File: config.mk
export PLATFORM = sky130hd
export DESIGN_NAME = http_request_framer_flat
export DESIGN_NICKNAME = d
export VERILOG_FILES = /design/src/design/hrf_pkg.sv /design/src/design/hrf_if.sv /design/src/design/hrf_in_stage.sv /design/src/design/hrf_core.sv /design/src/design/hrf_out_stage.sv /design/src/design/http_request_framer.sv /design/src/flat_wrapper.sv
export SDC_FILE = /design/constraint.sdc
export NUM_CORES = 1
export LEC_CHECK = 0
export ABC_AREA = 0
export BUFFER_PORTS_ARGS = -buffer_cell sky130_fd_sc_hd__buf_2
export CAP_MARGIN = 20
export CORE_MARGIN = 4
export CORE_UTILIZATION = 30
export CTS_CLUSTER_SIZE = 30
export DETAILED_ROUTE_END_ITERATION = 7
export GPL_TIMING_DRIVEN = 0
export HOLD_SLACK_MARGIN = 0.1
export PLACE_DENSITY = 0.49
export SYNTH_ARGS = -nofsm -noshare
export SYNTH_HDL_FRONTEND = slang
export SYNTH_SLANG_ARGS = --single-unit
export TNS_END_PERCENT = 5
File: constraint.sdc
create_clock -name clk -period 8.42 [get_ports clk]
set_input_delay 0.842 -clock clk [delete_from_list [all_inputs] [get_ports clk]]
set_output_delay 0.842 -clock clk [all_outputs]
set_load 0.1 [all_outputs]
File: src/design/hrf_pkg.sv
// ----------------------------------------------------------------------------
// hrf_pkg
// Shared types and constants for the HTTP request framer.
// ----------------------------------------------------------------------------
`default_nettype none

package hrf_pkg;

    // Width of the reported content length field
    localparam int RESULT_LEN_W = 32;

    // Header name matching
    localparam int          NAME_W   = 4;
    localparam logic [3:0]  NAME_LEN = 4'd14;

    // ASCII codes used by the framer
    localparam logic [7:0] CH_LF      = 8'h0A;
    localparam logic [7:0] CH_CR      = 8'h0D;
    localparam logic [7:0] CH_SPACE   = 8'h20;
    localparam logic [7:0] CH_TAB     = 8'h09;
    localparam logic [7:0] CH_COLON   = 8'h3A;
    localparam logic [7:0] CH_PLUS    = 8'h2B;
    localparam logic [7:0] CH_MINUS   = 8'h2D;
    localparam logic [7:0] CH_ZERO    = 8'h30;
    localparam logic [7:0] CH_NINE    = 8'h39;
    localparam logic [7:0] CH_LOWER_A = 8'h61;
    localparam logic [7:0] CH_LOWER_Z = 8'h7A;
    localparam logic [7:0] CASE_DELTA = 8'h20;

    // One result word as it leaves the framer
    typedef struct packed {
        logic [7:0]              data_out;
        logic                    in_body;
        logic                    header_done;
        logic                    request_end;
        logic                    has_length;
        logic                    length_invalid;
        logic                    length_overflow;
        logic [RESULT_LEN_W-1:0] content_length;
    } hrf_result_t;

    // Upper-case spelling of the length header name, one letter per position
    function automatic logic [7:0] name_char(input logic [NAME_W-1:0] idx);
        logic [7:0] ch;
        case (idx)
            4'd0:    ch = 8'h43; // C
            4'd1:    ch = 8'h4F; // O
            4'd2:    ch = 8'h4E; // N
            4'd3:    ch = 8'h54; // T
            4'd4:    ch = 8'h45; // E
            4'd5:    ch = 8'h4E; // N
            4'd6:    ch = 8'h54; // T
            4'd7:    ch = 8'h2D; // -
            4'd8:    ch = 8'h4C; // L
            4'd9:    ch = 8'h45; // E
            4'd10:   ch = 8'h4E; // N
            4'd11:   ch = 8'h47; // G
            4'd12:   ch = 8'h54; // T
            4'd13:   ch = 8'h48; // H
            default: ch = 8'h00;
        endcase
        return ch;
    endfunction

endpackage

`default_nettype wire

File: src/design/hrf_if.sv
// ----------------------------------------------------------------------------
// hrf_in_if / hrf_out_if
// Valid/ready channels of the framer: raw request bytes in, framed words out.
// ----------------------------------------------------------------------------
`default_nettype none

interface hrf_in_if;
    logic       valid;
    logic       ready;
    logic [7:0] data_in;

    modport source (output valid, output data_in, input ready);
    modport sink   (input valid, input data_in, output ready);
endinterface

interface hrf_out_if;
    logic        valid;
    logic        ready;
    logic [7:0]  data_out;
    logic        in_body;
    logic        header_done;
    logic        request_end;
    logic        has_length;
    logic        length_invalid;
    logic        length_overflow;
    logic [31:0] content_length;

    modport source (
        output valid, output data_out, output in_body, output header_done,
        output request_end, output has_length, output length_invalid,
        output length_overflow, output content_length, input ready
    );
    modport sink (
        input valid, input data_out, input in_body, input header_done,
        input request_end, input has_length, input length_invalid,
        input length_overflow, input content_length, output ready
    );
endinterface

`default_nettype wire

File: src/design/hrf_in_stage.sv
// ----------------------------------------------------------------------------
// hrf_in_stage
// Input register: holds one request byte until the framer core takes it.
// ----------------------------------------------------------------------------
`default_nettype none

module hrf_in_stage
(
    input  wire logic  clk,
    input  wire logic  rst_n,
    hrf_in_if.sink     rx,
    input  wire logic  take,
    output logic       valid,
    output logic [7:0] data
);

    logic       valid_reg;
    logic [7:0] data_reg;

    // Free when empty or when the held byte leaves this cycle
    assign rx.ready = !valid_reg || take;

    always_ff @(posedge clk or negedge rst_n)
    begin
        if (!rst_n)
        begin
            valid_reg <= 1'b0;
        end
        else if (rx.ready)
        begin
            valid_reg <= rx.valid;
        end
    end

    always_ff @(posedge clk)
    begin
        if (rx.ready && rx.valid)
        begin
            data_reg <= rx.data_in;
        end
    end

    assign valid = valid_reg;
    assign data  = data_reg;

endmodule

`default_nettype wire

File: src/design/hrf_core.sv
// ----------------------------------------------------------------------------
// hrf_core
// Per-byte framing state: line end tracking, length header match, value
// parse and body count. Updates once per word taken from the input register.
// ----------------------------------------------------------------------------
`default_nettype none

module hrf_core
    import hrf_pkg::*;
#(
    parameter int LENGTH_BITS = 32
)
(
    input  wire logic       clk,
    input  wire logic       rst_n,
    input  wire logic       advance,
    input  wire logic [7:0] data_in,
    output hrf_result_t     result
);

    localparam int ACC_W = LENGTH_BITS + 4;

    typedef enum logic {
        PH_HEADER,
        PH_BODY
    } phase_t;

    typedef enum logic [2:0] {
        TRK_NONE,
        TRK_CR,
        TRK_CRLF,
        TRK_CRLFCR,
        TRK_LF
    } tracker_t;

    typedef enum logic [2:0] {
        VS_LEAD,
        VS_PLUS,
        VS_MINUS,
        VS_DIGITS,
        VS_NEGZERO,
        VS_TRAIL,
        VS_BAD
    } vstate_t;

    // State registers
    phase_t                  phase_reg,   phase_next,   upd_phase;
    tracker_t                trk_reg,     trk_next,     upd_trk;
    logic [NAME_W-1:0]       pos_reg,     pos_next,     upd_pos;
    logic                    mism_reg,    mism_next,    upd_mism;
    logic                    colon_reg,   colon_next,   upd_colon;
    logic                    capt_reg,    capt_next,    upd_capt;
    vstate_t                 vst_reg,     vst_next,     upd_vst;
    logic [LENGTH_BITS-1:0]  len_reg,     len_next,     upd_len;
    logic                    inv_reg,     inv_next,     upd_inv;
    logic                    ovf_reg,     ovf_next,     upd_ovf;
    logic [LENGTH_BITS-1:0]  rem_reg,     rem_next,     upd_rem;
    logic                    sdone_reg,   sdone_next,   upd_sdone;

    logic                    body_flag;
    logic                    hdone_flag;
    logic                    rend_flag;
    logic                    prev_cr;
    logic                    is_blank;
    logic                    is_digit;
    logic                    val_active;
    logic [7:0]              upper;
    logic [ACC_W-1:0]        acc_sum;
    logic                    acc_ovf;
    logic [RESULT_LEN_W-1:0] len_clip;

    // Character classes of the current byte
    assign is_blank = (data_in == CH_SPACE) || (data_in == CH_TAB);
    assign is_digit = (data_in >= CH_ZERO) && (data_in <= CH_NINE);
    assign prev_cr  = (trk_reg == TRK_CR) || (trk_reg == TRK_CRLFCR);

    // Value chars count only on the first matching length line
    assign val_active = colon_reg && !mism_reg && (pos_reg == NAME_LEN) &&
                        !capt_reg && !sdone_reg;

    // Next decimal accumulation: len * 10 + digit, overflow past LENGTH_BITS
    assign acc_sum = {1'b0, len_reg, 3'b000} + {3'b000, len_reg, 1'b0}
                   + ACC_W'(data_in[3:0]);
    assign acc_ovf = |acc_sum[ACC_W-1:LENGTH_BITS];

    always_comb
    begin
        upper = data_in;
        if (data_in inside {[CH_LOWER_A:CH_LOWER_Z]})
        begin
            upper = data_in - CASE_DELTA;
        end
    end

    // Per-byte state update
    always_comb
    begin
        upd_phase  = phase_reg;
        upd_trk    = trk_reg;
        upd_pos    = pos_reg;
        upd_mism   = mism_reg;
        upd_colon  = colon_reg;
        upd_capt   = capt_reg;
        upd_vst    = vst_reg;
        upd_len    = len_reg;
        upd_inv    = inv_reg;
        upd_ovf    = ovf_reg;
        upd_rem    = rem_reg;
        upd_sdone  = sdone_reg;
        body_flag  = 1'b0;
        hdone_flag = 1'b0;
        rend_flag  = 1'b0;

        if (phase_reg == PH_BODY)
        begin
            // Body byte: count down the remaining length
            body_flag = 1'b1;
            if (rem_reg != '0)
            begin
                upd_rem = rem_reg - LENGTH_BITS'(1);
            end
            if (upd_rem == '0)
            begin
                rend_flag = 1'b1;
            end
        end
        else
        begin
            // A pending CR not followed by LF is an ordinary character
            if (prev_cr && (data_in != CH_LF))
            begin
                if (!upd_colon)
                begin
                    upd_mism = 1'b1;
                    if (upd_pos != NAME_LEN)
                    begin
                        upd_pos = upd_pos + 4'd1;
                    end
                end
                else if (val_active)
                begin
                    upd_vst = VS_BAD;
                end
            end

            if (data_in == CH_LF)
            begin
                // Line end: empty line stops the search, length line is taken
                if ((pos_reg == '0) && !colon_reg)
                begin
                    upd_sdone = 1'b1;
                end
                else if (val_active)
                begin
                    upd_capt  = 1'b1;
                    upd_sdone = 1'b1;
                    if (!(vst_reg inside {VS_DIGITS, VS_NEGZERO, VS_TRAIL}))
                    begin
                        upd_len = '0;
                        upd_inv = 1'b1;
                        upd_ovf = 1'b0;
                    end
                end
                upd_pos   = '0;
                upd_mism  = 1'b0;
                upd_colon = 1'b0;
                upd_vst   = VS_LEAD;

                case (trk_reg)
                    TRK_NONE: upd_trk = TRK_LF;
                    TRK_CR:   upd_trk = TRK_CRLF;
                    default:
                    begin
                        upd_trk    = TRK_NONE;
                        hdone_flag = 1'b1;
                    end
                endcase
            end
            else if (data_in == CH_CR)
            begin
                upd_trk = (trk_reg == TRK_CRLF) ? TRK_CRLFCR : TRK_CR;
            end
            else
            begin
                upd_trk = TRK_NONE;
                if (!upd_colon)
                begin
                    // Header name: compare case-folded against the length name
                    if (data_in == CH_COLON)
                    begin
                        upd_colon = 1'b1;
                    end
                    else
                    begin
                        if ((upd_pos == NAME_LEN) || (upper != name_char(upd_pos)))
                        begin
                            upd_mism = 1'b1;
                        end
                        if (upd_pos != NAME_LEN)
                        begin
                            upd_pos = upd_pos + 4'd1;
                        end
                    end
                end
                else if (val_active)
                begin
                    // Length value parse
                    case (upd_vst)
                        VS_LEAD:
                        begin
                            if (is_blank)
                            begin
                                upd_vst = VS_LEAD;
                            end
                            else if (data_in == CH_PLUS)
                            begin
                                upd_vst = VS_PLUS;
                            end
                            else if (data_in == CH_MINUS)
                            begin
                                upd_vst = VS_MINUS;
                            end
                            else if (is_digit)
                            begin
                                upd_vst = VS_DIGITS;
                                upd_len = acc_ovf ? '1 : acc_sum[LENGTH_BITS-1:0];
                                upd_ovf = upd_ovf || acc_ovf;
                            end
                            else
                            begin
                                upd_vst = VS_BAD;
                            end
                        end
                        VS_PLUS, VS_DIGITS:
                        begin
                            if (is_digit)
                            begin
                                upd_vst = VS_DIGITS;
                                upd_len = acc_ovf ? '1 : acc_sum[LENGTH_BITS-1:0];
                                upd_ovf = upd_ovf || acc_ovf;
                            end
                            else if (is_blank && (upd_vst == VS_DIGITS))
                            begin
                                upd_vst = VS_TRAIL;
                            end
                            else
                            begin
                                upd_vst = VS_BAD;
                            end
                        end
                        VS_MINUS, VS_NEGZERO:
                        begin
                            if (is_digit)
                            begin
                                upd_vst = (data_in == CH_ZERO) ? VS_NEGZERO : VS_BAD;
                            end
                            else if (is_blank && (upd_vst == VS_NEGZERO))
                            begin
                                upd_vst = VS_TRAIL;
                            end
                            else
                            begin
                                upd_vst = VS_BAD;
                            end
                        end
                        VS_TRAIL:
                        begin
                            if (!is_blank)
                            begin
                                upd_vst = VS_BAD;
                            end
                        end
                        default:
                        begin
                            upd_vst = VS_BAD;
                        end
                    endcase
                end
            end

            // Header complete: enter body or end the request here
            if (hdone_flag)
            begin
                if (upd_capt && (upd_len != '0))
                begin
                    upd_phase = PH_BODY;
                    upd_rem   = upd_len;
                end
                else
                begin
                    rend_flag = 1'b1;
                end
            end
        end
    end

    // Request end returns everything to the idle header state
    always_comb
    begin
        phase_next = upd_phase;
        trk_next   = upd_trk;
        pos_next   = upd_pos;
        mism_next  = upd_mism;
        colon_next = upd_colon;
        capt_next  = upd_capt;
        vst_next   = upd_vst;
        len_next   = upd_len;
        inv_next   = upd_inv;
        ovf_next   = upd_ovf;
        rem_next   = upd_rem;
        sdone_next = upd_sdone;
        if (rend_flag)
        begin
            phase_next = PH_HEADER;
            trk_next   = TRK_NONE;
            pos_next   = '0;
            mism_next  = 1'b0;
            colon_next = 1'b0;
            capt_next  = 1'b0;
            vst_next   = VS_LEAD;
            len_next   = '0;
            inv_next   = 1'b0;
            ovf_next   = 1'b0;
            rem_next   = '0;
            sdone_next = 1'b0;
        end
    end

    // Reported length saturates to the 32-bit result field
    if (LENGTH_BITS > RESULT_LEN_W)
    begin : g_len_wide
        assign len_clip = (|upd_len[LENGTH_BITS-1:RESULT_LEN_W]) ?
                          '1 : upd_len[RESULT_LEN_W-1:0];
    end
    else
    begin : g_len_narrow
        assign len_clip = RESULT_LEN_W'(upd_len);
    end

    // Result word for the current byte
    always_comb
    begin
        result.data_out        = data_in;
        result.in_body         = body_flag;
        result.header_done     = hdone_flag;
        result.request_end     = rend_flag;
        result.has_length      = upd_capt;
        result.length_invalid  = upd_capt && upd_inv;
        result.length_overflow = upd_capt && upd_ovf;
        result.content_length  = upd_capt ? len_clip : '0;
    end

    always_ff @(posedge clk or negedge rst_n)
    begin
        if (!rst_n)
        begin
            phase_reg <= PH_HEADER;
            trk_reg   <= TRK_NONE;
            pos_reg   <= '0;
            mism_reg  <= 1'b0;
            colon_reg <= 1'b0;
            capt_reg  <= 1'b0;
            vst_reg   <= VS_LEAD;
            len_reg   <= '0;
            inv_reg   <= 1'b0;
            ovf_reg   <= 1'b0;
            rem_reg   <= '0;
            sdone_reg <= 1'b0;
        end
        else if (advance)
        begin
            phase_reg <= phase_next;
            trk_reg   <= trk_next;
            pos_reg   <= pos_next;
            mism_reg  <= mism_next;
            colon_reg <= colon_next;
            capt_reg  <= capt_next;
            vst_reg   <= vst_next;
            len_reg   <= len_next;
            inv_reg   <= inv_next;
            ovf_reg   <= ovf_next;
            rem_reg   <= rem_next;
            sdone_reg <= sdone_next;
        end
    end

endmodule

`default_nettype wire

File: src/design/hrf_out_stage.sv
// ----------------------------------------------------------------------------
// hrf_out_stage
// Result register: holds one framed word until the consumer takes it.
// ----------------------------------------------------------------------------
`default_nettype none

module hrf_out_stage
    import hrf_pkg::*;
(
    input  wire logic         clk,
    input  wire logic         rst_n,
    input  wire logic         load,
    input  wire hrf_result_t  result,
    output logic              ready,
    hrf_out_if.source         tx
);

    logic        valid_reg;
    hrf_result_t result_reg;

    // Room for a new word when empty or when the held one is taken now
    assign ready = !valid_reg || tx.ready;

    always_ff @(posedge clk or negedge rst_n)
    begin
        if (!rst_n)
        begin
            valid_reg <= 1'b0;
        end
        else if (ready)
        begin
            valid_reg <= load;
        end
    end

    always_ff @(posedge clk)
    begin
        if (load)
        begin
            result_reg <= result;
        end
    end

    assign tx.valid           = valid_reg;
    assign tx.data_out        = result_reg.data_out;
    assign tx.in_body         = result_reg.in_body;
    assign tx.header_done     = result_reg.header_done;
    assign tx.request_end     = result_reg.request_end;
    assign tx.has_length      = result_reg.has_length;
    assign tx.length_invalid  = result_reg.length_invalid;
    assign tx.length_overflow = result_reg.length_overflow;
    assign tx.content_length  = result_reg.content_length;

endmodule

`default_nettype wire

File: src/design/http_request_framer.sv
// ----------------------------------------------------------------------------
// http_request_framer
// Marks header, body and request end on a request byte stream.
// ----------------------------------------------------------------------------
// One byte is taken per clock while the consumer takes the output words, and
// one framed word comes out per byte, through the input register and then
// the result register. The rate is one word per cycle when not stalled, set
// by the framing state update in the core, which decides each byte from the
// state left by the previous one. The header ends on the first CR LF CR LF,
// CR LF LF or LF LF; a CONTENT-LENGTH line (case-insensitive) sets how many
// body bytes follow. LENGTH_BITS sets the width of the internal length
// counter; the reported length saturates at 32 bits.
`default_nettype none

module http_request_framer
    import hrf_pkg::*;
#(
    parameter int LENGTH_BITS = 32
)
(
    input  wire logic  clk,
    input  wire logic  rst_n,
    hrf_in_if.sink     rx,
    hrf_out_if.source  tx
);

    logic        in_valid;
    logic [7:0]  in_data;
    logic        out_ready;
    logic        advance;
    hrf_result_t core_result;

    // A byte moves into the core when the result register has room
    assign advance = in_valid && out_ready;

    hrf_in_stage u_in_stage (
        .clk   (clk),
        .rst_n (rst_n),
        .rx    (rx),
        .take  (advance),
        .valid (in_valid),
        .data  (in_data)
    );

    hrf_core #(
        .LENGTH_BITS (LENGTH_BITS)
    ) u_core (
        .clk     (clk),
        .rst_n   (rst_n),
        .advance (advance),
        .data_in (in_data),
        .result  (core_result)
    );

    hrf_out_stage u_out_stage (
        .clk    (clk),
        .rst_n  (rst_n),
        .load   (advance),
        .result (core_result),
        .ready  (out_ready),
        .tx     (tx)
    );

endmodule

`default_nettype wire

File: src/flat_wrapper.sv
// flat-port wrapper written by rule: the top's interface ports become plain ports
module http_request_framer_flat import hrf_pkg::*;
#(
    parameter int LENGTH_BITS = 32
)
  (clk, rst_n, rx_valid, rx_data_in, rx_ready, tx_valid, tx_data_out, tx_in_body, tx_header_done, tx_request_end, tx_has_length, tx_length_invalid, tx_length_overflow, tx_content_length, tx_ready);
  hrf_in_if rx_i ();
  hrf_out_if tx_i ();
  input  wire logic clk;
  input  wire logic rst_n;
  input wire logic [$bits(rx_i.valid)-1:0] rx_valid;
  input wire logic [$bits(rx_i.data_in)-1:0] rx_data_in;
  output wire logic [$bits(rx_i.ready)-1:0] rx_ready;
  output wire logic [$bits(tx_i.valid)-1:0] tx_valid;
  output wire logic [$bits(tx_i.data_out)-1:0] tx_data_out;
  output wire logic [$bits(tx_i.in_body)-1:0] tx_in_body;
  output wire logic [$bits(tx_i.header_done)-1:0] tx_header_done;
  output wire logic [$bits(tx_i.request_end)-1:0] tx_request_end;
  output wire logic [$bits(tx_i.has_length)-1:0] tx_has_length;
  output wire logic [$bits(tx_i.length_invalid)-1:0] tx_length_invalid;
  output wire logic [$bits(tx_i.length_overflow)-1:0] tx_length_overflow;
  output wire logic [$bits(tx_i.content_length)-1:0] tx_content_length;
  input wire logic [$bits(tx_i.ready)-1:0] tx_ready;
  assign rx_i.valid = rx_valid;
  assign rx_i.data_in = rx_data_in;
  assign rx_ready = rx_i.ready;
  assign tx_valid = tx_i.valid;
  assign tx_data_out = tx_i.data_out;
  assign tx_in_body = tx_i.in_body;
  assign tx_header_done = tx_i.header_done;
  assign tx_request_end = tx_i.request_end;
  assign tx_has_length = tx_i.has_length;
  assign tx_length_invalid = tx_i.length_invalid;
  assign tx_length_overflow = tx_i.length_overflow;
  assign tx_content_length = tx_i.content_length;
  assign tx_i.ready = tx_ready;
  http_request_framer #(.LENGTH_BITS(LENGTH_BITS)) u_core (.clk(clk), .rst_n(rst_n), .rx(rx_i), .tx(tx_i));
endmodule
**After elaboration in Yosys (flattened, before gate mapping)**

Memories as Yosys holds them, arrays and structs flattened.
Cells that the tools add are included.

- Register bits after elaboration: 137
- ROM bits: 112
- Input bits: 12
- Output and inout port bits: 48
- Word-level logic and storage cells: 231
- Memories: 1

- Add/sub/neg operators: 6
- $lt $le $gt $ge: 4
- Eq/ne operators: 27
- Muxes and demuxes: 124
- Reduce and logical (&&, ||, !) cells: 46

Memory list:

| memory | words | bits a word | read ports | clocked after memory_dff | wr ports | line | RTL |
|---|---|---|---|---|---|---|---|
| (name not given) | 16 | 7 | 1 | 0 | 0 | hrf_pkg.sv:45 | `case (idx)` |

Operators by type and width:

| cell | count |
|---|---|
| $mux 32 | 21 |
| $pmux 32 s2 | 1 |
| $reduce_bool 32->1 | 2 |
| $mux 1 | 57 |
| $mux 3 | 19 |
| $mux 8 | 6 |
| $mux 4 | 11 |
| $eq 8x6->1 const B | 5 |
| $add 35x33->36 | 1 |
| $add 36x4->36 | 1 |
| $logic_not 32->1 | 1 |
| $sub 32x1->32 const B | 1 |
| $eq 8x4->1 const B | 3 |
| $eq 3x2->1 const B | 5 |
| $logic_and 1x1->1 | 15 |
| $eq 3x3->1 const B | 4 |
| $mux 2 | 6 |
| $pmux 3 s4 | 1 |
| $reduce_bool 3->1 | 4 |
| $add 4x1->4 const B | 2 |
| $eq 4x4->1 const B | 2 |
| $ge 8x6->1 const B | 1 |
| $ge 8x7->1 const B | 1 |
| $le 8x6->1 const B | 1 |
| other kinds (20) | 36 |

**Depth between registers and ports, before layout**

- Depth in word-level cells: 24
- Gate-level depth with buffers: 20
- Gate-level depth less buffers: 17

**Hierarchy**

A second synthesis with hierarchy kept.

- Cells, all modules: 1454
- Area total of the unflattened synthesis: 11863.9 µm²

Modules (own cells, without submodules):

| module | times used | cells an instance | area an instance (µm²) | sequential area each (µm²) |
|---|---|---|---|---|
| hrf_core | 1 | 1392 | 10134.7 | 2026.9 |
| hrf_out_stage | 1 | 49 | 1428.9 | 1406.3 |
| hrf_in_stage | 1 | 12 | 294.0 | 265.3 |
| http_request_framer | 1 | 1 | 6.3 | 0.0 |

**Worst setup path before layout**

No wires, ideal clock.

- Path type: register to register
- Start: register u_core.u_core.len_reg[0]
- End: register u_core.u_core.colon_reg
- Library setup time: 210 ps
- Arrival: 4564 ps
- Data required time: 8210 ps
- Setup slack: 3647 ps
- Stages on the path, launching flop included: 18
- Path buffers: 1
- Period minus slack after synthesis: 4773 ps
- Cells stage by stage: dfrtp_1 fa_1 inv_1 fa_1 nand2b_1 a21oi_1 o31ai_2 a211oi_1 a2111oi_2 nor4b_4 nand4_1 a32o_2 or4_4 nor4_4 a31oi_4 inv_2 buf_4 a211oi_1

- Word-level cells in the longest chain between the ends: 21
- Elaborated cells between the ends (all ways): 26
- Classes of those cells: 2 x add/sub; 2 x eq/ne; 18 x mux; 4 x reduce/logical

RTL lines:

| what | line | RTL |
|---|---|---|
| start: declaration | hrf_core.sv:54 | `logic [LENGTH_BITS-1:0] len_reg, len_next, upd_len;` |
| start signal: assignment | hrf_core.sv:379 | `len_reg <= len_next;` |
| $add 35x33->36 | hrf_core.sv:82 | `assign acc_sum = {1'b0, len_reg, 3'b000} + {3'b000, len_reg, 1'b0}` |
| $add 36x4->36 | hrf_core.sv:83 | `+ ACC_W'(data_in[3:0]);` |
| $reduce_or 4->1 | hrf_core.sv:84 | `assign acc_ovf = \|acc_sum[ACC_W-1:LENGTH_BITS];` |
| $mux 32 | hrf_core.sv:226, hrf_core.sv:239 |  |
| $mux 32 | hrf_core.sv:223, hrf_core.sv:236 |  |
| $mux 32 | hrf_core.sv:219 | `else if (data_in == CH_MINUS)` |
| $mux 32 | hrf_core.sv:215 | `else if (data_in == CH_PLUS)` |
| $mux 32 | hrf_core.sv:211 | `if (is_blank)` |
| [... 5 more ...] | n/a |  |
| $mux 32 (*) | hrf_core.sv:114 | `if (phase_reg == PH_BODY)` |
| $reduce_bool 32->1 (*) | hrf_core.sv:284 | `if (upd_capt && (upd_len != '0))` |
| $logic_and 1x1->1 (*) | hrf_core.sv:284 |  |
| $mux 1 (*) | hrf_core.sv:284 |  |
| $mux 1 (*) | hrf_core.sv:282 | `if (hdone_flag)` |
| $mux 1 (*) | hrf_core.sv:114 |  |
| $ne 3x3->1 (no source line) / $ne 2x1->1 (equally long branches) | n/a |  |
| $reduce_and 3->1 (no source line) | n/a |  |
| end signal: assignment | hrf_core.sv:376 | `colon_reg <= colon_next;` |
| end: declaration | hrf_core.sv:51 | `logic colon_reg, colon_next, upd_colon;` |

Mark *: on every way between the ends. The rest lies on a longest branch, timed or not. The select of a mux whose other input is x is not followed.
A chain may end at the register's enable or synchronous reset.

**Final worst setup path**

- Start: register u_core.u_core.len_reg[0]
- End: register u_core.u_core.len_reg[30]

- Word-level cells in the longest chain between the ends: 20
- Elaborated cells between the ends (all ways): 24
- Classes of those cells: 2 x add/sub; 19 x mux; 3 x reduce/logical

RTL lines:

| what | line | RTL |
|---|---|---|
| $add 35x33->36 | hrf_core.sv:82 |  |
| $add 36x4->36 | hrf_core.sv:83 |  |
| $reduce_or 4->1 | hrf_core.sv:84 |  |
| $mux 32 | hrf_core.sv:226, hrf_core.sv:239 |  |
| $mux 32 | hrf_core.sv:223, hrf_core.sv:236 |  |
| $mux 32 | hrf_core.sv:219 |  |
| $mux 32 | hrf_core.sv:215 |  |
| $mux 32 | hrf_core.sv:211 |  |
| [... 4 more ...] | n/a |  |
| $mux 32 (*) | hrf_core.sv:146 | `if (data_in == CH_LF)` |
| $mux 32 (*) | hrf_core.sv:114 |  |
| $reduce_bool 32->1 | hrf_core.sv:284 |  |
| $logic_and 1x1->1 | hrf_core.sv:284 |  |
| $mux 1 | hrf_core.sv:284 |  |
| $mux 1 | hrf_core.sv:282 |  |
| $mux 1 | hrf_core.sv:114 |  |
| $mux 32 (*) | hrf_core.sv:312 | `if (rend_flag)` |

Marked as above.

==> flow_metrics.tcl <==
set metrics [dict create \
    drive_above_1_share 0.105 \
    die_h_um 202 \
    die_area_um2 40800 \
    p_sw_mw 0.642 \
    maxSlewViolCount 0 \
    p_seq_frac 0.392 \
    grt_usage 0.211 \
    synth_compound_area_frac 0.263 \
    yosys.area_share.adder 0.0877 \
    worst_slew_pin_slew_ps 1150 \
    portBuffers 59 \
    synth-main-ff-cell "dfrtp_1" \
    swShare 0.336 \
    yosysWarnings 0 \
    power.density_nw_per_um2 149 \
    grt_pass1_wl_um 67100 \
    synth-edff-count 54 \
    diodes 0 \
    antenna_found_initial 0 \
    drc 0 \
    ys_seq_elements 137 \
    vias 11303 \
    crit_fanout 10 \
    timing.setup.tns_ps 0 \
    drt_iter0_drc 1022 \
    critPathLaunchType "flop" \
    hp-class "in -> async" \
    clk_latency_ps 430 \
    yosys.area_share.simple 0.222 \
    num_io_pins 60 \
    gp_congestion 0.943 \
    ctsHoldBuffers 0 \
    initial_core_util 0.306 \
    p_comb_frac 0.205 \
    synth_seq_area_share 0.327 \
    grt-ovfl-total 0 \
    layout_commonest_cell "nand2_1" \
    arrival_ps 7020 \
    clk_pin_slew_ps 70 \
    required_ps 8710 \
    final_cell_mix "nand2_1 (168), nor2_1 (136), a21oi_1 (120)" \
    cts_made_buffers 17 \
    routedWlPerCell_um 22.5 \
    layoutNonFillerInstCount 1957 \
    clock_power_share 0.403 \
    p_leak_nw 5.36 \
    skew_ps 8.94 \
    fill_cells 3915 \
    clock-root-buffer "clkbuf_16" \
    htree_levels 4 \
    r2r_setup_slack_ps 1680 \
    wirelength_um 44100 \
    synth_top_area_share 0.184 \
    die_w_um 202 \
    synthDistinctLibCells 93 \
    rows 70 \
    hold_ws_ps 298 \
    fmax_mhz 148 \
    synth.area.mux_share 0.0250 \
    reg2reg_depth 19 \
    ir_worst_vdd_v 0.000106 \
    internal-power_mw 1.27 \
    synth_top_family_by_area "compound AO/OA/AOI/OAI gates" \
    syn_area_um2 11300 \
    post_cts_resized 0 \
    maxCapViolCount 0 \
    grt_pass1_vias 10763 \
    yosys.area.top_type "dfrtp_1" \
    post_cts_buffers 0 \
    fin_crit_sh 0.800 \
    cts_tree "built" \
    synth_area_leaders "dfrtp_1 (18%), edfxtp_1 (14%), ha_1 (8.4%), nand2_1 (5.6%), a21oi_1 (5.3%)" \
    worst-setup-path-type "reg -> reg" \
    dp.cells 1925 \
    nets 1530 \
    syn_area_per_cell_um2 8.31 \
    dp.final_hpwl_um 34200 \
    core-area_um2 36900 \
    outcome "completed" \
    async_flop_share 0.606 \
    ant_nets 0 \
    cts_sinks 137 \
    postSynthCellCount 1360 \
    syn-num-nets 1450 \
    period_minus_slack_ps 6740 \
    first_pass_iters 6 \
    rsz0062_at_grt "no" \
    synth_xor_area_frac 0.0318 \
    syn2layout_area_growth_pct 13.8 \
    grt_start_max_net_pins 65 \
    worstSetupEndpointType "flop" \
    max_slew_margin 0.228 \
    setup_violations 0 \
    finalHoldViolCount 0 \
    cts_max_path_buffers 2 \
    vias_per_cell 5.78 \
]
==> path summary, 6_finish.rpt <==
check	start	end
worst min register to register	u_core.u_core.phase_reg$_DFFE_PN0P_	u_core.u_out_stage.tx.in_body$_DFFE_PP_
worst max-delay path	u_core.u_core.len_reg[0]$_DFFE_PN0P_	u_core.u_core.len_reg[30]$_DFFE_PN0P_
max in group asynchronous	rst_n	u_core.u_core.len_reg[8]$_DFFE_PN0P_
min in group clk	u_core.u_core.phase_reg$_DFFE_PN0P_	u_core.u_out_stage.tx.in_body$_DFFE_PP_
worst max register to register	u_core.u_core.len_reg[0]$_DFFE_PN0P_	u_core.u_core.len_reg[30]$_DFFE_PN0P_
worst min-delay path	rst_n	u_core.u_core.rem_reg[1]$_DFFE_PN0P_
==> synth_stat cells (9+ instances only) <==
cell type,count
o21a_1,9
nor2_1,136
edfxtp_1,54
and2_1,11
nand4_1,23
xor2_1,21
dfrtp_1,83
o31ai_1,27
a32o_1,13
a22o_1,17
o211ai_1,13
a31oi_1,13
ha_1,76
a21oi_1,120
a22oi_1,11
inv_1,35
a211oi_1,12
and3_1,12
nand2b_1,14
nand2_1,168
a21o_1,15
nor4_1,13
o21ai_0,66
or3_1,13
or4_1,9
o22ai_1,13
clkbuf_1,51
o21ai_1,26
mux2i_1,26
buf_2,20
nor3_1,49
a21boi_0,11
xnor2_1,20
nand3_1,34
==> metal layers <==
layer | vias up | routed length, µm | GRT usage
met3 | 61 | 3010 | 0.0364
li1 | 5279 | - | -
met4 | 0 | 1330 | 0.0659
met5 | - | 0 | 0
met2 | 421 | 19700 | 0.331
met1 | 5542 | 20100 | 0.297
==> cells by family (layout without fill, tap and decap cells) <==
group                      Yosys count  after routing
adders and majority gates           78             78
buffers and inverters              117            210
xor gates and xnor gates            41             41
muxes                               28             28
and+or+nand+nor                    517            517
DFF                                137            137
AOI/OAI and AO/OA                  442            442
==> power groups by stage <==
| stage | clock (mW) | sequential [mW] | combinational, mW |
|---|---|---|---|
| after floorplan | 0 | 0.860 | 0.194 |
| after global placement | 0 | 0.763 | 0.387 |
| after detailed placement | 0 | 0.761 | 0.394 |
| after CTS | 0.781 | 0.749 | 0.395 |
| after global routing | 0.807 | 0.752 | 0.429 |
| final | 0.771 | 0.749 | 0.392 |
==> metrics by stage <==
stage	setup slack, ps	area, µm²	util	total power [mW]
finish	1680	12900	0.349	1.91
global route	1400	12900	0.349	1.99
detailed placement	1870	12300	0.333	1.16
CTS	1840	12900	0.349	1.92
global placement	1760	12200	0.331	1.15
floorplan	3650	11300	-	1.05
==> critical path: stages, from the launching register on <==
cell       delay, ps
dfrtp_1          500
fa_1             610
inv_1             60
fa_1             450
nand2b_1         180
a21oi_1          440
o21ai_0          300
o2111ai_1        380
nand2_1          220
mux2_2           290
clkbuf_1         420
buf_2            340
a41oi_1          330
a211oi_1         460
nand4_1          270
nor4_4           470
a31oi_4          280
inv_2            180
buf_4            260
o31ai_1          110
==> area by class of cell <==
cell class / count / area (µm²) / area share
plain buffers: 80 / 355 / 0.0276
clock inverters: 15 / 168 / 0.0130
inverters: 37 / 139 / 0.0108
well taps: 504 / 631 / 0.0491
flip-flops and latches: 137 / 3700 / 0.288
multi-input cells: 1106 / 7110 / 0.553
repair buffers: 61 / 330 / 0.0257
clock buffers: 17 / 425 / 0.0331
Power figures use the tool's default switching activity.
